**src/hdl/mcw_pkg.sv**
```systemverilog
package mcw_pkg;

  localparam int MAX_DIMS_DEF  = 4;
  localparam int FRAC_BITS_DEF = 16;

  localparam int NUM_COORDS = 4;
  localparam int COORD_W    = 32;
  localparam int SIZE_W     = 16;
  localparam int INDEX_W    = 32;
  localparam int WEIGHT_W   = 17;
  localparam int COUNT_W    = 5;
  localparam int NDIM_W     = 3;

  localparam int IN_DATA_W  = NUM_COORDS * COORD_W;
  localparam int OUT_DATA_W = 56;

  localparam int CFG_ADDR_W = 6;
  localparam int CFG_DATA_W = 64;

  typedef enum logic [2:0] {
    REG_NUM_DIMS     = 3'd0,
    REG_DIM_SIZES    = 3'd1,
    REG_STRIDE_ZERO  = 3'd2,
    REG_STRIDE_ONE   = 3'd3,
    REG_STRIDE_TWO   = 3'd4,
    REG_STRIDE_THREE = 3'd5
  } reg_idx_e;

  localparam logic [NDIM_W-1:0]  NUM_DIMS_RST = 3'd1;
  localparam logic [INDEX_W-1:0] STRIDE0_RST  = 32'd1;

  // per-corner control that rides along the weight pipeline
  typedef struct packed {
    logic               last;
    logic               none;
    logic [COUNT_W-1:0] count;
  } corner_ctl_t;

endpackage

```
**src/hdl/mcw_corner_seq.sv**
```systemverilog
module mcw_corner_seq #(
  parameter int MAX_DIMS  = mcw_pkg::MAX_DIMS_DEF,
  parameter int FRAC_BITS = mcw_pkg::FRAC_BITS_DEF
) (
  input  logic                                      clk_i,
  input  logic                                      rst_ni,
  input  logic                                      in_valid_i,
  output logic                                      in_ready_o,
  input  logic [MAX_DIMS-1:0][FRAC_BITS-1:0]        frac_i,
  input  logic [MAX_DIMS-1:0]                       dim_en_i,
  input  logic [MAX_DIMS-1:0][mcw_pkg::INDEX_W-1:0] lo_term_i,
  input  logic [(1<<MAX_DIMS)-1:0]                  mask_i,
  input  logic [mcw_pkg::COUNT_W-1:0]               count_i,
  input  logic [MAX_DIMS-1:0][mcw_pkg::INDEX_W-1:0] stride_i,
  output logic                                      out_valid_o,
  input  logic                                      out_ready_i,
  output logic [MAX_DIMS-1:0][FRAC_BITS-1:0]        frac_o,
  output logic [MAX_DIMS-1:0]                       dim_en_o,
  output logic [MAX_DIMS-1:0]                       hi_sel_o,
  output logic [MAX_DIMS-1:0][mcw_pkg::INDEX_W-1:0] term_o,
  output mcw_pkg::corner_ctl_t                      ctl_o
);

  localparam int CORNERS = 1 << MAX_DIMS;

  // held item
  logic                                      hv_q;
  logic [CORNERS-1:0]                        rem_q;
  logic [MAX_DIMS-1:0][FRAC_BITS-1:0]        frac_q;
  logic [MAX_DIMS-1:0]                       en_q;
  logic [MAX_DIMS-1:0][mcw_pkg::INDEX_W-1:0] lo_q, hi_q, hi_d;
  logic [mcw_pkg::COUNT_W-1:0]               cnt_q;
  // corner word register
  logic                                      ov_q;
  logic [MAX_DIMS-1:0][FRAC_BITS-1:0]        ofrac_q;
  logic [MAX_DIMS-1:0]                       oen_q, ohi_q, ohi_d;
  logic [MAX_DIMS-1:0][mcw_pkg::INDEX_W-1:0] oterm_q, oterm_d;
  mcw_pkg::corner_ctl_t                      octl_q, octl_d;

  logic [CORNERS-1:0]  pick, rest;
  logic [MAX_DIMS-1:0] cidx;
  logic                none, last, move, emit, load;

  // lowest remaining inside corner
  assign pick = rem_q & (~rem_q + CORNERS'(1));
  assign rest = rem_q & ~pick;
  assign none = (cnt_q == '0);
  assign last = none || (rest == '0);
  assign move = !ov_q || out_ready_i;
  assign emit = hv_q && move;
  assign in_ready_o = !hv_q || (emit && last);
  assign load = in_valid_i && in_ready_o;

  always_comb begin
    cidx = '0;
    for (int i = 0; i < CORNERS; i++) begin
      if (pick[i]) cidx = cidx | MAX_DIMS'(i);
    end
  end

  always_comb begin
    for (int d = 0; d < MAX_DIMS; d++) begin
      hi_d[d]  = lo_term_i[d] + stride_i[d];
      ohi_d[d] = !none && cidx[d];
      if (none || !en_q[d]) begin
        oterm_d[d] = '0;
      end else begin
        oterm_d[d] = cidx[d] ? hi_q[d] : lo_q[d];
      end
    end
    octl_d.last  = last;
    octl_d.none  = none;
    octl_d.count = cnt_q;
  end

  always_ff @(posedge clk_i or negedge rst_ni) begin
    if (!rst_ni) begin
      hv_q <= 1'b0;
      ov_q <= 1'b0;
    end else begin
      if (load) begin
        hv_q <= 1'b1;
      end else if (emit && last) begin
        hv_q <= 1'b0;
      end
      if (move) ov_q <= emit;
    end
  end

  always_ff @(posedge clk_i) begin
    if (load) begin
      rem_q  <= mask_i;
      frac_q <= frac_i;
      en_q   <= dim_en_i;
      lo_q   <= lo_term_i;
      hi_q   <= hi_d;
      cnt_q  <= count_i;
    end else if (emit) begin
      rem_q <= rest;
    end
    if (emit) begin
      ofrac_q <= frac_q;
      oen_q   <= en_q;
      ohi_q   <= ohi_d;
      oterm_q <= oterm_d;
      octl_q  <= octl_d;
    end
  end

  assign out_valid_o = ov_q;
  assign frac_o      = ofrac_q;
  assign dim_en_o    = oen_q;
  assign hi_sel_o    = ohi_q;
  assign term_o      = oterm_q;
  assign ctl_o       = octl_q;

endmodule

```
**config.mk**
```make
export PLATFORM = sky130hd
export DESIGN_NAME = mcw_corner_seq
export DESIGN_NICKNAME = d
export VERILOG_FILES = /design/src/hdl/mcw_pkg.sv /design/src/hdl/mcw_corner_seq.sv
export SDC_FILE = /design/constraint.sdc
export NUM_CORES = 1
export LEC_CHECK = 0
export BUFFER_PORTS_ARGS = -buffer_cell sky130_fd_sc_hd__buf_2
export CAP_MARGIN = 20
export CORE_MARGIN = 3
export CORE_UTILIZATION = 56
export CTS_BUF_LIST = sky130_fd_sc_hd__clkbuf_2 sky130_fd_sc_hd__clkbuf_4 sky130_fd_sc_hd__clkbuf_8
export CTS_CLUSTER_SIZE = 28
export DETAILED_ROUTE_END_ITERATION = 12
export GPL_ROUTABILITY_DRIVEN = 1
export PLACE_DENSITY = 0.9
export SLEW_MARGIN = 20
export SYNTH_ARGS = -nofsm -noshare
export SYNTH_HDL_FRONTEND = slang
export SYNTH_SLANG_ARGS = --single-unit
```
**constraint.sdc**
```tcl
create_clock -name clk_i -period 11.34 [get_ports clk_i]
set_input_delay 0 -clock clk_i [delete_from_list [all_inputs] [get_ports clk_i]]
set_output_delay 0 -clock clk_i [all_outputs]
set_load 0.01 [all_outputs]
```
==> impl_metrics.yaml <==
run_status:
  status: "completed"
pwr:
  p_seq_share_pct: 47.0
  power.internal_mw: 3.65
  p_sw_share_pct: 27.0
  powerDensity_nw_per_um2: 144
  peakVddDrop_uv: 119
  p_leak_nw: 14.2
  p_comb_share_pct: 16.5
  power.share.clock_pct: 36.5
  switchingPower_mw: 1.35
clock_tree:
  cts_root_buffer: "clkbuf_8"
  numCtsBuffers: 89
  hold_buffers: 415
  clockBufferDepth: 3
  cts_htree_levels: 3
  clock-sinks: 554
  cts.repair.resized: 0
  post_cts_buffers: 0
  cts_tree: "done"
  clock_latency_ns: 0.70
  path_clk_slew_ns: 0.06
worst_setup_path:
  cp-start-kind: "flop"
  end_kind: "flop"
  reg2reg_from: "rem_q[0]$_SDFFCE_PN0P_"
  cpPeakStageDelay_ns: 0.78
  path_cells: "nor4_4, nand3_2, or3b_1, maj3_2, o21ai_1, a31oi_1, o21ai_2, nand2_2, inv_8, buf_12, buf_16"
  worstSetupPathType: "flop to flop"
  crit_arrival_ns: 5.97
  cpMaxStageDelayCell: "inv_8"
  startpoint: "rem_q[0]$_SDFFCE_PN0P_"
  critPathMaxFanout: 138
  required_ns: 11.63
drt:
  routed_wl_um: 90600
  dr.pass1.iters: 9
  final_antenna_net_count: 0
  drc_errors: 0
  vias: 22000
  drt_iter0_markers: 2408
  vias_per_cell: 6.19
  wl_per_cell_um: 25.5
synthesis:
  postSynthRegisterBits: 554
  synthArstFlopShare_pct: 0.361
  synth_area_leaders: "edfxtp_1 (66%), ha_1 (6.2%), a21oi_1 (3.4%)"
  synth.yosys.seq_area_share_pct: 66.3
  avgSynthCellArea_um2: 13.6
  ys_warn_count: 0
  ys_types: 68
  synth.largest_area_cell: "edfxtp_1"
  synth_top_area_share_pct: 66.1
  synth_top_flop_cell: "edfxtp_1"
  synth_edf_count: 552
  synth_fp_nets: 2318
  synth_area_um2: 25100
  syn_inst: 1841
floorplan:
  row_count: 76
  die_area_um2: 47400
  die_h_um: 218
  core_area_um2: 43600
  io_pins: 558
  die_w_um: 218
  initial_utilization_pct: 57.5
timing:
  rsz0062_at_grt: "false"
  post-route-min-period_ns: 5.68
  slew_headroom_pct: 25.6
  fmax_ghz: 0.176
  drv_slew: 0
  setup_violations: 0
  finClkSkew_ns: 0.0324
  tns_ns: 0
  period_share_pct: 50.1
  final_hold_viol_count: 0
  worst-slew-pin-transition_ns: 1.12
global_route:
  grtUsageTotal_pct: 37.4
  grt_overflow: 0
  grt_pass1_vias: 22800
  grt_first_pass_wirelength_um: 134000
  grt_max_degree: 204
  antenna_found_initial: 12
placed_design:
  dp_hpwl_um: 46500
  place_congestion: 0.920
  port_buffers: 557
final_layout:
  fin_util_pct: 79.2
  nets: 3356
  seqCellArea_um2: 16600
  nFillCells: 2096
  area_delta_synth_final_pct: 37.8
  drive_gt1_share_pct: 24.9
  multi_input_area_um2: 8150
hold_path:
  hp-class: "primary input to flop"
  hold_start: "frac_i[21]"
job:
  maxCapViolCount: 0
## area by class of cell
class / count / area share [%]
Timing Repair Buffer: 985 / 20.5
Antenna cell: 14 / 0.101
Multi-Input combinational cell: 1204 / 23.6
Clock buffer: 111 / 4.09
Tap cell: 585 / 2.12
Sequential cell: 554 / 48.1
Inverter: 45 / 0.510
Clock inverter: 50 / 1.03
## power by group through the flow
stage | logic (mW) | registers (mW) | clock network [mW]
6_report | 0.825 | 2.35 | 1.82
5_1_grt | 0.866 | 2.35 | 1.90
4_1_cts | 0.744 | 2.34 | 1.76
3_5_place_dp | 0.581 | 2.38 | 0
3_3_place_gp | 0.554 | 2.38 | 0
2_1_floorplan | 0.358 | 2.41 | 0
## metrics by stage
stage                     instances  worst slack [ns]  area (µm²)  power, mW  hold WS [ns]
final                          3548              5.66       34600       4.99        0.0296
after floorplan                1841              1.83       25100       2.76        -0.296
after CTS                      3533              5.96       34500       4.84      0.000522
after global routing           3543              5.42       34600       5.12       0.00229
after detailed placement       2957              5.97       28600       2.96        -0.210
after global placement         2957              6.04       28600       2.94        -0.212
## path summary, 6_finish.rpt
kind | slack (ns) | to | cells past startpoint
max | 5.66 | lo_q[24]$_DFFE_PP_ | 11
min reg2reg | 0.42 | frac_o[58]$_DFFE_PP_ | 0
min in group asynchronous | 0.21 | hv_q$_DFFE_PN0P_ | 3
max in group asynchronous | 11.00 | out_valid_o$_DFFE_PN0P_ | 3
max reg2reg | 5.66 | lo_q[24]$_DFFE_PP_ | 11
min | 0.03 | frac_q[21]$_DFFE_PP_ | 2
## critical path: cells and delay by family, from the launching register on
kind | cells | cell delay (ns)
adders and majority gates | 1 | 0.33
DFF | 1 | 0.50
AOI/OAI and AO/OA | 3 | 0.78
buffers and inverters | 3 | 1.64
and+or+nand+nor | 4 | 1.63
## logic make-up after synthesis
kind of cell    count (synthesis)  share of synthesized area (%)
mux                            72                           2.89
xor+xnor                      109                           3.81
compound gates                427                           10.8
fa+ha+maj                     131                           6.63
simple gates                  465                           8.23
flops                         554                           66.3
buf+inv                        83                           1.31
## layout by cell type, fill, tap and decap left out, types with 53 or more instances in the layout
| cell type | synthesis | layout |
|---|---|---|
| ha_1 | 124 | 124 |
| buf_2 | 7 | 557 |
| a21oi_1 | 172 | 171 |
| xnor2_1 | 75 | 75 |
| nor2_1 | 152 | 152 |
| mux2i_1 | 68 | 68 |
| nand2_1 | 192 | 191 |
| a21o_1 | 53 | 53 |
| dlygate4sd3_1 | 0 | 415 |
| edfxtp_1 | 552 | 552 |
| clkbuf_8 | 0 | 93 |
| o21ai_0 | 53 | 53 |
## registers in the layout (all words and copies together) (netlist names)
signal	flops
hi_sel_o	4
cnt_q	5
en_q	4
hv_q	1
ctl_o	7
term_o	128
frac_o	64
dim_en_o	4
rem_q	16
out_valid_o	1
frac_q	64
hi_q	128
lo_q	128
## cells in the mapped netlist, drive strengths merged, types with 16 or more instances
master    n
a21o     53
a21oi   172
and2     16
clkbuf   30
edfxtp  552
ha      124
inv      45
mux2i    68
nand2   193
nand3    16
nor2    152
o21a     22
o21ai    55
o21bai   16
xnor2    75
xor2     34
## metal layers
metal  part of all wire, %  routed length (µm)  track usage (%)
met1                    31               28500             40.7
met2                    49               44300             63.6
met3                    11               10400             11.0
met4                   8.2                7400             25.2
met5                 0.056                  51                0
(Power assumes the default switching activity.)
