==> config.mk <==
export PLATFORM = sky130hd
export DESIGN_NAME = mcw_weight
export DESIGN_NICKNAME = d
export VERILOG_FILES = /design/src/hdl/mcw_pkg.sv /design/src/hdl/mcw_weight.sv
export SDC_FILE = /design/constraint.sdc
export NUM_CORES = 2
export LEC_CHECK = 0
export ABC_CLOCK_PERIOD_IN_PS = 7300
export BUFFER_PORTS_ARGS = -buffer_cell sky130_fd_sc_hd__buf_4
export CAP_MARGIN = 20
export CORE_MARGIN = 5
export CORE_UTILIZATION = 50
export DETAILED_ROUTE_END_ITERATION = 16
export GPL_TIMING_DRIVEN = 0
export HOLD_SLACK_MARGIN = 0.03
export PLACE_DENSITY = 0.73
export RECOVER_POWER = 25
export SETUP_SLACK_MARGIN = 0.2
export SYNTH_ARGS = -nofsm -noshare
export SYNTH_HDL_FRONTEND = slang
export SYNTH_SLANG_ARGS = --single-unit
==> constraint.sdc <==
create_clock -name clk_i -period 7.3 [get_ports clk_i]
set_clock_uncertainty 0.15 [all_clocks]
set_input_delay 0.73 -clock clk_i [delete_from_list [all_inputs] [get_ports clk_i]]
set_output_delay 0.73 -clock clk_i [all_outputs]
set_load 0.005 [all_outputs]
==> src/hdl/mcw_pkg.sv <==
package mcw_pkg;

  localparam int MAX_DIMS_DEF  = 4;
  localparam int FRAC_BITS_DEF = 16;

  localparam int NUM_COORDS = 4;
  localparam int COORD_W    = 32;
  localparam int SIZE_W     = 16;
  localparam int INDEX_W    = 32;
  localparam int WEIGHT_W   = 17;
  localparam int COUNT_W    = 5;
  localparam int NDIM_W     = 3;

  localparam int IN_DATA_W  = NUM_COORDS * COORD_W;
  localparam int OUT_DATA_W = 56;

  localparam int CFG_ADDR_W = 6;
  localparam int CFG_DATA_W = 64;

  typedef enum logic [2:0] {
    REG_NUM_DIMS     = 3'd0,
    REG_DIM_SIZES    = 3'd1,
    REG_STRIDE_ZERO  = 3'd2,
    REG_STRIDE_ONE   = 3'd3,
    REG_STRIDE_TWO   = 3'd4,
    REG_STRIDE_THREE = 3'd5
  } reg_idx_e;

  localparam logic [NDIM_W-1:0]  NUM_DIMS_RST = 3'd1;
  localparam logic [INDEX_W-1:0] STRIDE0_RST  = 32'd1;

  // per-corner control that rides along the weight pipeline
  typedef struct packed {
    logic               last;
    logic               none;
    logic [COUNT_W-1:0] count;
  } corner_ctl_t;

endpackage

==> src/hdl/mcw_weight.sv <==
module mcw_weight #(
  parameter int MAX_DIMS  = mcw_pkg::MAX_DIMS_DEF,
  parameter int FRAC_BITS = mcw_pkg::FRAC_BITS_DEF
) (
  input  logic                                      clk_i,
  input  logic                                      rst_ni,
  input  logic                                      in_valid_i,
  output logic                                      in_ready_o,
  input  logic [MAX_DIMS-1:0][FRAC_BITS-1:0]        frac_i,
  input  logic [MAX_DIMS-1:0]                       dim_en_i,
  input  logic [MAX_DIMS-1:0]                       hi_sel_i,
  input  logic [MAX_DIMS-1:0][mcw_pkg::INDEX_W-1:0] term_i,
  input  mcw_pkg::corner_ctl_t                      ctl_i,
  output logic                                      out_valid_o,
  input  logic                                      out_ready_i,
  output logic [mcw_pkg::INDEX_W-1:0]               index_o,
  output logic [mcw_pkg::WEIGHT_W-1:0]              weight_o,
  output mcw_pkg::corner_ctl_t                      ctl_o
);

  localparam int W_W = FRAC_BITS + 1;
  localparam int P_W = 2 * W_W;
  localparam logic [W_W-1:0] ONE  = {1'b1, {FRAC_BITS{1'b0}}};
  localparam logic [P_W-1:0] HALF = {{(P_W-FRAC_BITS){1'b0}}, 1'b1, {(FRAC_BITS-1){1'b0}}};

  // stage inputs (index s) and stage registers: stage s folds in dimension s
  logic                                      sv   [MAX_DIMS];
  logic [W_W-1:0]                            sw   [MAX_DIMS];
  logic [mcw_pkg::INDEX_W-1:0]               sidx [MAX_DIMS];
  logic [MAX_DIMS-1:0][FRAC_BITS-1:0]        sfrac[MAX_DIMS];
  logic [MAX_DIMS-1:0]                       sen  [MAX_DIMS];
  logic [MAX_DIMS-1:0]                       shi  [MAX_DIMS];
  logic [MAX_DIMS-1:0][mcw_pkg::INDEX_W-1:0] sterm[MAX_DIMS];
  mcw_pkg::corner_ctl_t                      sctl [MAX_DIMS];

  logic                                      v_q   [MAX_DIMS];
  logic [W_W-1:0]                            w_q   [MAX_DIMS];
  logic [mcw_pkg::INDEX_W-1:0]               idx_q [MAX_DIMS];
  logic [MAX_DIMS-1:0][FRAC_BITS-1:0]        frac_q[MAX_DIMS];
  logic [MAX_DIMS-1:0]                       en_q  [MAX_DIMS];
  logic [MAX_DIMS-1:0]                       hi_q  [MAX_DIMS];
  logic [MAX_DIMS-1:0][mcw_pkg::INDEX_W-1:0] term_q[MAX_DIMS];
  mcw_pkg::corner_ctl_t                      ctl_q [MAX_DIMS];

  logic                  rdy [MAX_DIMS];
  logic                  out_move;

  logic                                ov_q;
  logic [mcw_pkg::INDEX_W-1:0]         oidx_q, oidx_d;
  logic [mcw_pkg::WEIGHT_W-1:0]        ow_q, ow_d, q16;
  mcw_pkg::corner_ctl_t                octl_q;

  assign out_move   = !ov_q || out_ready_i;
  assign in_ready_o = rdy[0];

  for (genvar s = 0; s < MAX_DIMS; s++) begin : g_stage
    logic [W_W-1:0]              w_d;
    logic [mcw_pkg::INDEX_W-1:0] idx_d;

    if (s == 0) begin : g_head
      always_comb begin
        sv[s]    = in_valid_i;
        sw[s]    = ONE;
        sidx[s]  = '0;
        sfrac[s] = frac_i;
        sen[s]   = dim_en_i;
        shi[s]   = hi_sel_i;
        sterm[s] = term_i;
        sctl[s]  = ctl_i;
      end
    end else begin : g_body
      always_comb begin
        sv[s]    = v_q[s-1];
        sw[s]    = w_q[s-1];
        sidx[s]  = idx_q[s-1];
        sfrac[s] = frac_q[s-1];
        sen[s]   = en_q[s-1];
        shi[s]   = hi_q[s-1];
        sterm[s] = term_q[s-1];
        sctl[s]  = ctl_q[s-1];
      end
    end

    if (s == MAX_DIMS - 1) begin : g_tail
      assign rdy[s] = !v_q[s] || out_move;
    end else begin : g_mid
      assign rdy[s] = !v_q[s] || rdy[s+1];
    end

    always_comb begin
      logic [W_W-1:0] f;
      logic [P_W-1:0] prod;
      f    = shi[s][s] ? {1'b0, sfrac[s][s]} : ONE - {1'b0, sfrac[s][s]};
      prod = P_W'(sw[s]) * P_W'(f) + HALF;
      w_d  = sen[s][s] ? prod[FRAC_BITS +: W_W] : sw[s];
      idx_d = sidx[s] + sterm[s][s];
    end

    always_ff @(posedge clk_i or negedge rst_ni) begin
      if (!rst_ni) begin
        v_q[s] <= 1'b0;
      end else if (rdy[s]) begin
        v_q[s] <= sv[s];
      end
    end

    always_ff @(posedge clk_i) begin
      if (rdy[s] && sv[s]) begin
        w_q[s]    <= w_d;
        idx_q[s]  <= idx_d;
        frac_q[s] <= sfrac[s];
        en_q[s]   <= sen[s];
        hi_q[s]   <= shi[s];
        term_q[s] <= sterm[s];
        ctl_q[s]  <= sctl[s];
      end
    end
  end

  // bring the weight to Q1.16
  if (FRAC_BITS > 16) begin : g_round
    localparam logic [W_W-1:0] RND = W_W'(1) << (FRAC_BITS - 17);
    logic [W_W-1:0] wr;
    assign wr  = w_q[MAX_DIMS-1] + RND;
    assign q16 = wr[FRAC_BITS-16 +: mcw_pkg::WEIGHT_W];
  end else if (FRAC_BITS == 16) begin : g_keep
    assign q16 = w_q[MAX_DIMS-1][mcw_pkg::WEIGHT_W-1:0];
  end else begin : g_widen
    assign q16 = {w_q[MAX_DIMS-1], {(16-FRAC_BITS){1'b0}}};
  end

  assign ow_d   = ctl_q[MAX_DIMS-1].none ? '0 : q16;
  assign oidx_d = ctl_q[MAX_DIMS-1].none ? '0 : idx_q[MAX_DIMS-1];

  always_ff @(posedge clk_i or negedge rst_ni) begin
    if (!rst_ni) begin
      ov_q <= 1'b0;
    end else if (out_move) begin
      ov_q <= v_q[MAX_DIMS-1];
    end
  end

  always_ff @(posedge clk_i) begin
    if (out_move && v_q[MAX_DIMS-1]) begin
      oidx_q <= oidx_d;
      ow_q   <= ow_d;
      octl_q <= ctl_q[MAX_DIMS-1];
    end
  end

  assign out_valid_o = ov_q;
  assign index_o     = oidx_q;
  assign weight_o    = ow_q;
  assign ctl_o       = octl_q;

endmodule

==> load_flow_metrics.sql <==
INSERT INTO impl_metrics (metric_group, metric, value, unit) VALUES
('outcome', 'status', 'finished with violations', ''),
('outcome', 'violations', 'setup timing', ''),
('hold_path', 'min-delay-path-class', 'input pin to flip-flop', ''),
('sta', 'worst_slew_margin_rel', '0.388', ''),
('cts', 'cts_tree', 'done', ''),
('synthesis', 'post_synth.cell_area_avg', '11.1', 'um^2'),
('sta', 'report.final.setup_viol', '32', ''),
('layout', 'finalNetCount', '6475', ''),
('synthesis', 'synth_xor_area_frac', '0.0328', ''),
('synthesis', 'largest_family_of_logic_cells_by_synthesized_area', 'adder cells', ''),
('detailed_routing', 'top_layer_used', 'met4', ''),
('global_route', 'via_count_of_the_first_global_routing_pass', '36900', ''),
('placement', 'hpwl', '95.1', 'mm'),
('sta', 'finalHoldViolations', '0', ''),
('synthesis', 'proportion_of_register_bits_with_asynchronous_set_or_reset_after_synthesis', '0.00855', ''),
('detailed_routing', 'total_iterations_of_the_first_detailed_routing_run', '5', ''),
('global_route', 'grt.total_usage', '0.230', ''),
('critical_path', 'critical-path-slowest-cell', 'sky130_fd_sc_hd__fa_1', ''),
('synthesis', 'synth_area', '0.0515', 'mm^2'),
('global_route', 'grt_first_pass_wirelength', '197', 'mm'),
('synthesis', 'number_of_distinct_standard_cells_referenced_by_the_synthesized_netlist', '67', ''),
('synthesis', 'post_synthesis_compound_gate_area_fraction', '0.0529', ''),
('detailed_routing', 'routedWlPerCell', '18.9', 'um'),
('cts', 'total_cts_buffers', '60', ''),
('floorplanning', 'initial_utilization', '0.505', ''),
('layout', 'final_core_util', '0.599', ''),
('layout', 'register_area', '0.0175', 'mm^2'),
('detailed_routing', 'detail-route-antenna-nets', '0', ''),
('sta', 'finalCritPeriodShare', '1.07', ''),
('synthesis', 'ys_warn_count', '0', ''),
('layout', 'fill_cells', '8139', ''),
('detailed_routing', 'wl_met2', '60.8', 'mm'),
('synthesis', 'synth_top_cell_area_share', '0.338', ''),
('global_route', 'grt_remaining_overflow', '0', ''),
('detailed_routing', 'drt_first_iter_violations', '2088', ''),
('critical_path', 'critical_path_arrival', '7970', 'ps'),
('sta', 'holdWs', '121', 'ps'),
('floorplanning', 'height_of_the_chip', '331', 'um'),
('critical_path', 'cp_max_fo', '10', ''),
('cts', 'clock_path_buffers', '3', ''),
('synthesis', 'postSynthCellCount', '4655', ''),
('global_route', 'grt_start_max_net_pins', '72', ''),
('sta', 'final_max_slew_viols', '0', ''),
('detailed_routing', 'drc', '0', ''),
('critical_path', 'cp_data_required_time', '7490', 'ps'),
('job', 'cap_viol_max_count', '0', ''),
('floorplanning', 'rows', '117', ''),
('sta', 'unrepaired_setup_endpoints_after_global_routing', 'true', ''),
('sta', 'tightest_slew', '916', 'ps'),
('critical_path', 'cpMostUsedCell', 'sky130_fd_sc_hd__fa_1', ''),
('synthesis', 'post_synth_mux_area_share', '0.0101', ''),
('cts', 'clock_pin_slew_reported_for_the_worst_setup_and_hold_paths_after_clock_tree_synthesis', '60', 'ps'),
('sta', 'max_freq', '0.128', 'GHz'),
('sta', 'final.min_clock_period', '7780', 'ps'),
('detailed_routing', 'detailed_route_wire_length', '125', 'mm'),
('synthesis', 'flip_flop_and_latch_count_after_synthesis', '585', ''),
('sta', 'worst_slack', '-483', 'ps'),
('critical_path', 'worst_path_largest_cell_delay', '580', 'ps'),
('detailed_routing', 'route.detailed.vias_per_inst', '5.23', ''),
('detailed_routing', 'route.met3.wl', '8.84', 'mm'),
('layout', 'layout-drive-gt1-share', '0.167', ''),
('synthesis', 'synth_largest_area_cell', 'sky130_fd_sc_hd__edfxtp_1', ''),
('detailed_routing', 'detail_route.wirelength.met1', '50.2', 'mm'),
('placement', 'gp_congestion', '0.928', ''),
('cts', 'clock_tree.root_cell', 'sky130_fd_sc_hd__clkbuf_16', ''),
('synthesis', 'ys_seq_area_frac', '0.341', ''),
('critical_path', 'worst-setup-path-type', 'flip-flop to flip-flop', ''),
('critical_path', 'cell_family_with_most_cp_delay', 'adder cells', ''),
('synthesis', 'dominant_register_cell_in_the_synthesized_netlist', 'sky130_fd_sc_hd__edfxtp_1', ''),
('layout', 'area_growth_syn_to_layout', '18.6', '%'),
('critical_path', 'crit_buf_inv', '4', '');
timing repair:
item	in CTS	in global routing
resized for setup	316	149
pin swaps	109	91
cloned	1	0
buffers inserted	125	37
hold buffers	1	0
hold endpoints to repair	5	0
setup endpoints to repair	51	48
cells in the final DEF (no fill, tap or decap), types with 85 or more instances in the layout:
cell type,Yosys,final
sky130_fd_sc_hd__a21oi_1,140,105
sky130_fd_sc_hd__nor2_1,108,96
sky130_fd_sc_hd__fa_1,672,657
sky130_fd_sc_hd__edfxtp_1,580,580
sky130_fd_sc_hd__a21o_1,85,85
sky130_fd_sc_hd__buf_4,0,205
sky130_fd_sc_hd__xnor2_1,104,95
sky130_fd_sc_hd__nor2b_1,109,105
sky130_fd_sc_hd__and2_1,340,330
sky130_fd_sc_hd__clkbuf_4,0,166
sky130_fd_sc_hd__nand2_1,560,536
sky130_fd_sc_hd__inv_1,867,841
sky130_fd_sc_hd__clkbuf_1,122,117
sky130_fd_sc_hd__ha_1,433,400
logic make-up (layout without fill, tap and decap cells):
| family | count (synthesis) | in the layout |
|---|---|---|
| simple gates | 1290 | 1290 |
| compound gates | 422 | 422 |
| xor+xnor | 193 | 193 |
| buf+inv | 1013 | 1566 |
| fa+ha+maj | 1105 | 1105 |
| mux | 47 | 47 |
| other cells | 0 | 4 |
| flops | 585 | 585 |
worst reg2reg max path, delay by kind of cell, from the launching register on:
kind,cells,cell delay (ps)
adders and majority gates,7,3280
AOI/OAI and AO/OA,9,1690
and+or+nand+nor,5,1050
DFF,1,460
buffers and inverters,4,420
muxes,1,230
xor gates and xnor gates,1,220
state kept, by name (all words and copies together) (netlist names):
name         cells
term_q         193
idx_q          127
frac_q          96
w_q             68
index_o         32
ctl_q           28
weight_o        17
ctl_o            7
en_q             6
hi_q             6
sv               3
out_valid_o      1
v_q              1
cell usage after synthesis, drive strengths merged (39+ instances only):
cell    instances
mux2           39
a21oi         140
edfxtp        580
nor2b         109
clkbuf        122
nor2          108
o21ai          65
ha            433
inv           867
nand2         560
xor2           89
and2          340
xnor2         104
fa            672
a21o           85
stage by stage:
step	setup slack [ps]	instance area (um^2)	cells	TNS, ps
after floorplan	26.4	51700	4655	0
after global placement	-1650	55500	6291	-377280
after detailed placement	-1530	55700	6301	-52890
after CTS	-363	60300	6539	-2920
after global routing	-837	61100	6578	-18050
final	-483	61100	6580	-7010
cell type report:
| class | count | area share |
|---|---|---|
| clock inverters | 36 | 0.00723 |
| clock buffers | 75 | 0.0263 |
| repair buffers | 442 | 0.0579 |
| plain buffers | 144 | 0.0145 |
| multi-input cells | 3057 | 0.525 |
| diodes | 4 | 0.000164 |
| flip-flops and latches | 585 | 0.287 |
| inverters | 869 | 0.0535 |
| well taps | 1368 | 0.0280 |
path summary, 6_finish.rpt:
| check | endpoint | startpoint | slack (ps) | depth (start not counted) |
|---|---|---|---|---|
| worst min-delay path | term_q[0][59]$_DFFE_PP_ | term_i[59] | 120 | 1 |
| worst min register to register | ctl_q[2][1]$_DFFE_PP_ | ctl_q[1][1]$_DFFE_PP_ | 260 | 0 |
| min in group asynchronous | v_q[0]$_DFFE_PN0P_ | rst_ni | 310 | 2 |
| max in group asynchronous | sv[1]$_DFFE_PN0P_ | rst_ni | 6480 | 2 |
| worst max-delay path | w_q[1][16]$_DFFE_PP_ | frac_q[0][22]$_DFFE_PP_ | -480 | 27 |
| worst max register to register | w_q[1][16]$_DFFE_PP_ | frac_q[0][22]$_DFFE_PP_ | -480 | 27 |
per-layer routing:
layer / vias to the layer above / track usage
li1: 15800 / -
met1: 17300 / 0.297
met2: 1075 / 0.391
met3: 262 / 0.0480
met4: 0 / 0.0782
met5: - / 0
Power is left out: the tool's default activity adds up to more than one toggle a clock period on the data nets, which glitch-free logic cannot reach.
