File: config.mk
export PLATFORM = sky130hd
export DESIGN_NAME = mcw_regs
export DESIGN_NICKNAME = d
export VERILOG_FILES = /design/src/hdl/mcw_pkg.sv /design/src/hdl/mcw_regs.sv
export SDC_FILE = /design/constraint.sdc
export NUM_CORES = 1
export LEC_CHECK = 0
export BUFFER_PORTS_ARGS = -buffer_cell sky130_fd_sc_hd__buf_2
export CAP_MARGIN = 20
export CELL_PAD_IN_SITES_DETAIL_PLACEMENT = 1
export CELL_PAD_IN_SITES_GLOBAL_PLACEMENT = 1
export CORE_MARGIN = 4
export CORE_UTILIZATION = 30
export CTS_CLUSTER_DIAMETER = 150
export DETAILED_ROUTE_END_ITERATION = 10
export GPL_TIMING_DRIVEN = 0
export PLACE_DENSITY_LB_ADDON = 0.1
export REMOVE_ABC_BUFFERS = 1
export SKIP_CTS_REPAIR_TIMING = 1
export SLEW_MARGIN = 20
export SYNTH_ARGS = -nofsm -noshare
export SYNTH_HDL_FRONTEND = slang
export SYNTH_SLANG_ARGS = --single-unit
File: constraint.sdc
create_clock -name clk_i -period 1.48 [get_ports clk_i]
set_input_delay 0.296 -clock clk_i [delete_from_list [all_inputs] [get_ports clk_i]]
set_output_delay 0.296 -clock clk_i [all_outputs]
set_load 0.005 [all_outputs]
File: src/hdl/mcw_pkg.sv
package mcw_pkg;

  localparam int MAX_DIMS_DEF  = 4;
  localparam int FRAC_BITS_DEF = 16;

  localparam int NUM_COORDS = 4;
  localparam int COORD_W    = 32;
  localparam int SIZE_W     = 16;
  localparam int INDEX_W    = 32;
  localparam int WEIGHT_W   = 17;
  localparam int COUNT_W    = 5;
  localparam int NDIM_W     = 3;

  localparam int IN_DATA_W  = NUM_COORDS * COORD_W;
  localparam int OUT_DATA_W = 56;

  localparam int CFG_ADDR_W = 6;
  localparam int CFG_DATA_W = 64;

  typedef enum logic [2:0] {
    REG_NUM_DIMS     = 3'd0,
    REG_DIM_SIZES    = 3'd1,
    REG_STRIDE_ZERO  = 3'd2,
    REG_STRIDE_ONE   = 3'd3,
    REG_STRIDE_TWO   = 3'd4,
    REG_STRIDE_THREE = 3'd5
  } reg_idx_e;

  localparam logic [NDIM_W-1:0]  NUM_DIMS_RST = 3'd1;
  localparam logic [INDEX_W-1:0] STRIDE0_RST  = 32'd1;

  // per-corner control that rides along the weight pipeline
  typedef struct packed {
    logic               last;
    logic               none;
    logic [COUNT_W-1:0] count;
  } corner_ctl_t;

endpackage

File: src/hdl/mcw_regs.sv
module mcw_regs (
  input  logic                                          clk_i,
  input  logic                                          rst_ni,
  input  logic                                          psel,
  input  logic                                          penable,
  input  logic                                          pwrite,
  input  logic [mcw_pkg::CFG_ADDR_W-1:0]                paddr,
  input  logic [mcw_pkg::CFG_DATA_W-1:0]                pwdata,
  output logic [mcw_pkg::CFG_DATA_W-1:0]                prdata,
  output logic                                          pready,
  output logic [mcw_pkg::NDIM_W-1:0]                    num_dims_o,
  output logic [mcw_pkg::NUM_COORDS*mcw_pkg::SIZE_W-1:0] dim_sizes_o,
  output logic [mcw_pkg::NUM_COORDS-1:0][mcw_pkg::INDEX_W-1:0] stride_o
);

  logic [mcw_pkg::NDIM_W-1:0]                          num_dims_q;
  logic [mcw_pkg::NUM_COORDS*mcw_pkg::SIZE_W-1:0]      dim_sizes_q;
  logic [mcw_pkg::NUM_COORDS-1:0][mcw_pkg::INDEX_W-1:0] stride_q;
  logic [2:0]                                          addr_idx;
  logic                                                wr_en;

  assign pready   = 1'b1;
  assign addr_idx = paddr[5:3];
  assign wr_en    = psel && penable && pwrite && pready;

  always_ff @(posedge clk_i or negedge rst_ni) begin
    if (!rst_ni) begin
      num_dims_q  <= mcw_pkg::NUM_DIMS_RST;
      dim_sizes_q <= '0;
      stride_q    <= {{((mcw_pkg::NUM_COORDS-1)*mcw_pkg::INDEX_W){1'b0}},
                      mcw_pkg::STRIDE0_RST};
    end else if (wr_en) begin
      unique case (addr_idx)
        mcw_pkg::REG_NUM_DIMS:     num_dims_q  <= pwdata[mcw_pkg::NDIM_W-1:0];
        mcw_pkg::REG_DIM_SIZES:    dim_sizes_q <= pwdata;
        mcw_pkg::REG_STRIDE_ZERO:  stride_q[0] <= pwdata[mcw_pkg::INDEX_W-1:0];
        mcw_pkg::REG_STRIDE_ONE:   stride_q[1] <= pwdata[mcw_pkg::INDEX_W-1:0];
        mcw_pkg::REG_STRIDE_TWO:   stride_q[2] <= pwdata[mcw_pkg::INDEX_W-1:0];
        mcw_pkg::REG_STRIDE_THREE: stride_q[3] <= pwdata[mcw_pkg::INDEX_W-1:0];
        default: ;
      endcase
    end
  end

  always_comb begin
    prdata = '0;
    unique case (addr_idx)
      mcw_pkg::REG_NUM_DIMS:     prdata = {{(mcw_pkg::CFG_DATA_W-mcw_pkg::NDIM_W){1'b0}},
                                           num_dims_q};
      mcw_pkg::REG_DIM_SIZES:    prdata = dim_sizes_q;
      mcw_pkg::REG_STRIDE_ZERO:  prdata = {32'd0, stride_q[0]};
      mcw_pkg::REG_STRIDE_ONE:   prdata = {32'd0, stride_q[1]};
      mcw_pkg::REG_STRIDE_TWO:   prdata = {32'd0, stride_q[2]};
      mcw_pkg::REG_STRIDE_THREE: prdata = {32'd0, stride_q[3]};
      default:                   prdata = '0;
    endcase
  end

  assign num_dims_o  = num_dims_q;
  assign dim_sizes_o = dim_sizes_q;
  assign stride_o    = stride_q;

endmodule

==> flow_metrics.py, run 1 <==
metrics = {
    "sta": {
        "clock.fmax_ghz": 0.505,
        "min_period_over_period_pct": 134,
        "rsz0062_at_grt": "true",
        "setup_slack_ns": -0.501,
        "clock_skew_ns": 0,
        "tightest_slew_ns": 0.515,
        "layout_min_cycle_time_ns": 1.98,
        "finalSetupViolations": 210,
        "maxSlewHeadroom_pct": 65.7,
        "maxSlewViolCount": 0,
        "finalHoldViolations": 0,
        "whs_ns": 0.0878,
        "setup_tns_ns": -44.36,
    },
    "synthesis": {
        "synthFlopType": "dfrtp_1",
        "yosysWarnings": 0,
        "syn_inst": 586,
        "syn_area_per_cell_um2": 14.6,
        "ys_ff_latch": 195,
        "synth_most_common_cell": "dfrtp_1",
        "ys_top_cells_by_area": "dfrtp_1 56%, mux2_2 24%, mux2i_1 3.9%",
        "netlist.area_leader.share_pct": 56.3,
        "synth_area_mm2": 0.00857,
        "synth_common_cells": "193 x dfrtp_1, 185 x mux2_2, 33 x mux2i_1",
        "synth_area_leader_cell": "dfrtp_1",
        "yosysSeqAreaShare_pct": 56.9,
        "synth-async-reset-ratio_pct": 100,
        "synth_edf_count": 0,
        "synth_cell_type_count": 32,
    },
    "global_route": {
        "grt_pass1_vias": 6838,
        "grt_first_pass_wirelength_um": 43200,
        "grt_use_total_pct": 17.9,
        "grt_max_degree": 90,
        "antenna_found_initial": 2,
        "gr-total-overflow": 0,
    },
    "placed_design": {
        "hpwl_um": 20800,
        "gp_congestion": 0.700,
        "dpl_cell_area_mm2": 0.0110,
        "portBuffers": 330,
        "place_inst": 1278,
        "dp_slack_ns": -1.65,
    },
    "die": {
        "die_h_um": 177,
        "initial_utilization_pct": 30.6,
        "std_cell_rows": 61,
        "die_area_mm2": 0.0314,
        "die_w_um": 177,
        "num_io_pins": 335,
        "core_area_mm2": 0.0280,
    },
    "pwr": {
        "p_sw_mw": 4.84,
        "p_seq_share_pct": 45.7,
        "p_leak_nw": 6.79,
        "comb_power_share_pct": 25.6,
        "max-vdd-ir-drop_uv": 653,
        "p_int_mw": 11.1,
        "switching_share_pct": 30.4,
        "powerDensity_mw_per_mm2": 1180,
        "total_power_mw": 15.9,
        "clock_power_share_pct": 28.6,
    },
    "setup_path": {
        "arrival_ns": 1.68,
        "worstSetupEndpointType": "output port",
        "critPathKind": "in2out",
        "cp_max_fo": 6,
        "crit_chain": "buf_16 > buf_16 > buf_6 > nor3b_4 > buf_6 > buf_8 > buf_12 > o2bb2ai_4 > a221o_1 > buf_2",
        "slowest_delay_ns": 0.24,
        "slowest_stage": "nor3b_4",
        "critPathLaunchType": "primary input",
        "crit_required_ns": 1.18,
    },
    "outcome": {
        "violations": "setup timing",
        "outcome": "finished with violations",
    },
    "detailed_routing": {
        "viasPerCell": 4.85,
        "drtAntennaViolNets": 0,
        "wl_um": 33300,
        "dr.pass1.iters": 4,
        "vias": 6813,
        "wl_per_cell_um": 23.7,
        "drc": 0,
        "drt_iter0_markers": 301,
    },
    "cells_and_area": {
        "instances_no_fill": 1404,
        "finalNetCount": 1088,
        "utilization_pct": 48.1,
        "syn2layout_area_growth_pct": 57.3,
        "drive_gt1_share_pct": 70.0,
        "final_area_mm2": 0.0135,
    },
    "cts": {
        "path_clk_slew_ns": 0.08,
        "cts_root_buf": "clkbuf_16",
        "cts_tree": "done",
        "htree_levels": 4,
        "clock-sinks": 195,
        "clockBufferDepth": 2,
        "cts_made_buffers": 17,
        "clkLatencyLatePin_ns": 0.43,
    },
    "flow_run": {
        "max-cap-violations": 0,
    },
    "hold_path": {
        "hold_path_class": "in2reg",
    },
}
[worst max-delay path: cells and delay by family]
family          cells  cell delay (ns)
compound gates      2             0.24
simple gates        1             0.24
buf+inv             7             0.87
[layout make-up]
class                           count  area (um^2)
Antenna cell                        1         2.50
Sequential cell                   195         4880
Timing Repair Buffer              448         3450
Tap cell                          378          473
Clock buffer                       18          439
Clock inverter                     13          123
Multi-Input combinational cell    350         4110
Inverter                            1         6.26
Fill cell                        2960        14500
[cells in the final DEF, fill, tap and decap left out, types with 2 or more instances in the layout]
cell type and count:
mux2_1 7, mux2i_2 3, a221o_1 28, o2bb2ai_2 11, buf_6 43, nor3_4 2, clkinvlp_4 2, and3b_1 2
o2bb2ai_4 4, o2bb2ai_1 13, clkinv_4 4, mux2_4 95, nand2_1 3, buf_2 311, and2_4 17, and2_1 15
a21oi_1 2, inv_8 3, clkbuf_16 30, nor2_4 4, buf_16 9, buf_4 44, dfstp_2 2, o221ai_1 2
buf_12 20, mux2_2 96, buf_8 6, inv_6 2, dfrtp_1 193, mux2i_1 30
[power by group through the flow]
stage	logic, mW	clock network (mW)	registers, mW
finish	4.08	4.55	7.27
global route	4.42	4.89	7.45
CTS	3.48	4.67	7.21
detailed placement	3.47	0	7.30
global placement	3.35	0	7.27
floorplan	1.34	0	7.24
[routing by layer]
metal  share of wire (%)  GRT usage [%]
met1                  42           23.4
met2                  49           29.0
met3                 7.1           6.05
met4                 1.0           3.61
met5               0.039              0
[registers in the layout, indices dropped and copies added, names as in the netlist]
signal	cells
dim_sizes_o	64
num_dims_o	3
stride_o	128
[final timing paths]
path	start	to	slack [ns]	cells past startpoint
min	pwdata[32]	dim_sizes_o[32]	0.09	2
min in group asynchronous	rst_ni	stride_o[36]	0.37	3
max in group asynchronous	rst_ni	num_dims_o[0]	0.17	4
max	paddr[3]	prdata[8]	-0.50	10
max reg2reg	dim_sizes_o[48]	dim_sizes_o[48]	0.66	1
min reg2reg	stride_o[101]	stride_o[101]	0.52	1
[kinds of logic after synthesis]
| kind of cell | synth area share [%] |
|---|---|
| compound gates | 6.86 |
| buf+inv | 2.48 |
| flops | 56.9 |
| mux | 29.9 |
| other cells | 0.0437 |
| simple gates | 3.82 |
(Power assumes the default switching activity.)
==> run 2: changes to the inputs <==
ABC_AREA = 1   (was default)
==> flow_metrics.py, run 2 <==
metrics = {
    "setup_path": {
        "critPathKind": "reg2out",
        "cp_max_fo": 2,
        "critPathLaunchType": "register",
        "worstSetupEndpointType": "output port",
        "arrival_ns": 1.41,
        "ff2ff_setup_slack_ns": 0.61,
        "crit_required_ns": 1.18,
    },
    "global_route": {
        "gr-total-overflow": 0,
        "grt_pass1_vias": 9545,
        "grt_max_degree": 88,
        "grt_first_pass_wirelength_um": 56000,
        "antenna_found_initial": 0,
        "grt_use_total_pct": 21.1,
    },
    "cts": {
        "clockBufferDepth": 2,
        "clkLatencyLatePin_ns": 0.45,
        "cts_tree": "done",
        "path_clk_slew_ns": 0.08,
        "cts_made_buffers": 17,
        "clock-sinks": 195,
        "cts_root_buf": "clkbuf_16",
        "htree_levels": 4,
    },
    "cells_and_area": {
        "final_common_cell": "nand2_1",
        "finalNetCount": 1671,
        "most-common-layout-cells": "363 x nand2_1, 324 x buf_2, 193 x dfrtp_1, 144 x inv_1, 132 x o21ai_0",
        "drive_gt1_share_pct": 30.1,
        "syn2layout_area_growth_pct": 40.0,
        "largest_reg_flops": 128,
        "nFillCells": 3828,
    },
    "synthesis": {
        "yosysWarnings": 0,
        "synth_area_mm2": 0.00934,
        "synth-async-reset-ratio_pct": 100,
        "yosysSeqAreaShare_pct": 52.3,
        "syn_area_per_cell_um2": 7.55,
        "synth_common_cells": "365 x nand2_1, 193 x dfrtp_1, 156 x inv_1",
        "ys_top_cells_by_area": "dfrtp_1 52%, nand2_1 15%, o21ai_0 7.1%",
        "ys_ff_latch": 195,
        "synth_edf_count": 0,
        "synth_area_leader_cell": "dfrtp_1",
        "synthFlopType": "dfrtp_1",
        "synth_most_common_cell": "nand2_1",
        "netlist.area_leader.share_pct": 51.7,
        "synth_cell_type_count": 19,
        "syn_inst": 1238,
    },
    "detailed_routing": {
        "drtAntennaViolNets": 0,
        "drt_iter0_markers": 448,
        "drc": 0,
        "wl_per_cell_um": 20.4,
        "vias": 9576,
        "viasPerCell": 4.77,
        "dr.pass1.iters": 4,
        "wl_um": 40900,
    },
    "sta": {
        "tightest_slew_ns": 0.556,
        "min_period_over_period_pct": 115,
        "maxSlewHeadroom_pct": 62.9,
        "finalHoldViolations": 0,
        "rsz0062_at_grt": "true",
        "maxSlewViolCount": 0,
        "whs_ns": 0.0775,
        "clock_skew_ns": 0,
        "layout_min_cycle_time_ns": 1.71,
        "setup_slack_ns": -0.225,
        "clock.fmax_ghz": 0.586,
        "finalSetupViolations": 34,
    },
    "outcome": {
        "outcome": "finished with violations",
        "violations": "setup timing",
    },
    "die": {
        "core_area_mm2": 0.0307,
        "die_h_um": 184,
        "num_io_pins": 335,
        "std_cell_rows": 64,
        "die_area_mm2": 0.0340,
        "initial_utilization_pct": 30.5,
        "die_w_um": 184,
    },
    "flow_run": {
        "max-cap-violations": 0,
    },
    "pwr": {
        "powerDensity_mw_per_mm2": 1210,
        "p_leak_nw": 7.20,
        "max-vdd-ir-drop_uv": 717,
        "total_power_mw": 15.9,
    },
    "placed_design": {
        "gp_congestion": 0.734,
        "hpwl_um": 23900,
        "portBuffers": 330,
    },
    "hold_path": {
        "hold_path_class": "in2reg",
    },
}
[run 2: final timing paths]
kind,startpoint,depth (start not counted),endpoint
worst min-delay path,pwdata[61],3,dim_sizes_o[61]
worst max register to register,stride_o[5],3,stride_o[5]
max in group asynchronous,rst_ni,3,dim_sizes_o[14]
min in group asynchronous,rst_ni,2,stride_o[2]
worst max-delay path,num_dims_o[0],5,prdata[0]
worst min register to register,dim_sizes_o[47],2,dim_sizes_o[47]
[run 2: final cells by class]
type                            count  area [um^2]  share of cell area (%)
Sequential cell                   195         4880                    37.3
Multi-Input combinational cell    808         3680                    28.2
Timing Repair Buffer              410         2730                    20.8
Inverter                          162          697                    5.33
Timing Repair inverter              2         20.0                   0.153
Antenna cell                        1         2.50                  0.0191
Clock buffer                       20          457                    3.49
Clock inverter                     12          119                   0.909
Tap cell                          396          495                    3.79
[run 2: worst max-delay path, cell delays in order, from the launching register on]
cell and delay [ns]:
dfstp_2 0.55, inv_1 0.06, nor2_1 0.11, nor2_1 0.07, nand2_1 0.06, buf_2 0.11
[run 2: layer usage]
metal,track usage [%],up-vias,share of wire [%]
li1,-,4587,-
met1,26.1,4738,43
met2,37.3,219,49
met3,5.39,32,5.8
met4,4.61,0,1.7
met5,0,-,0
[run 2: logic make-up (layout without fill, tap and decap cells)]
logic type / after synthesis / count (layout) / share of synthesized area [%]
other: 1 / 2 / 0.0401
and+or+nand+nor: 637 / 643 / 28.5
DFF: 195 / 195 / 52.3
AOI/OAI and AO/OA: 164 / 164 / 8.79
buffers and inverters: 241 / 606 / 10.5
[run 2: where the power goes]
group          leakage [nW]  switching [mW]  total [mW]  internal [mW]
clock                 0.281            2.26        4.72           2.46
combinational          4.44            2.22        4.05           1.83
sequential             2.47           0.748        7.12           6.37
total                  7.20            5.23        15.9           10.7
[run 2: metrics by stage]
stage	worst slack [ns]	instances	utilization (%)	TNS (ns)	instance area [um^2]
2_1_floorplan	-2.10	1159	-	-282.86	8970
3_3_place_gp	-5.54	1885	36.3	-1659.91	11100
3_5_place_dp	-3.01	1894	37.2	-517.71	11400
4_1_cts	-2.46	1926	39.1	-418.73	12000
5_1_grt	-0.290	2005	42.6	-6.85	13100
6_report	-0.225	2006	42.7	-3.16	13100
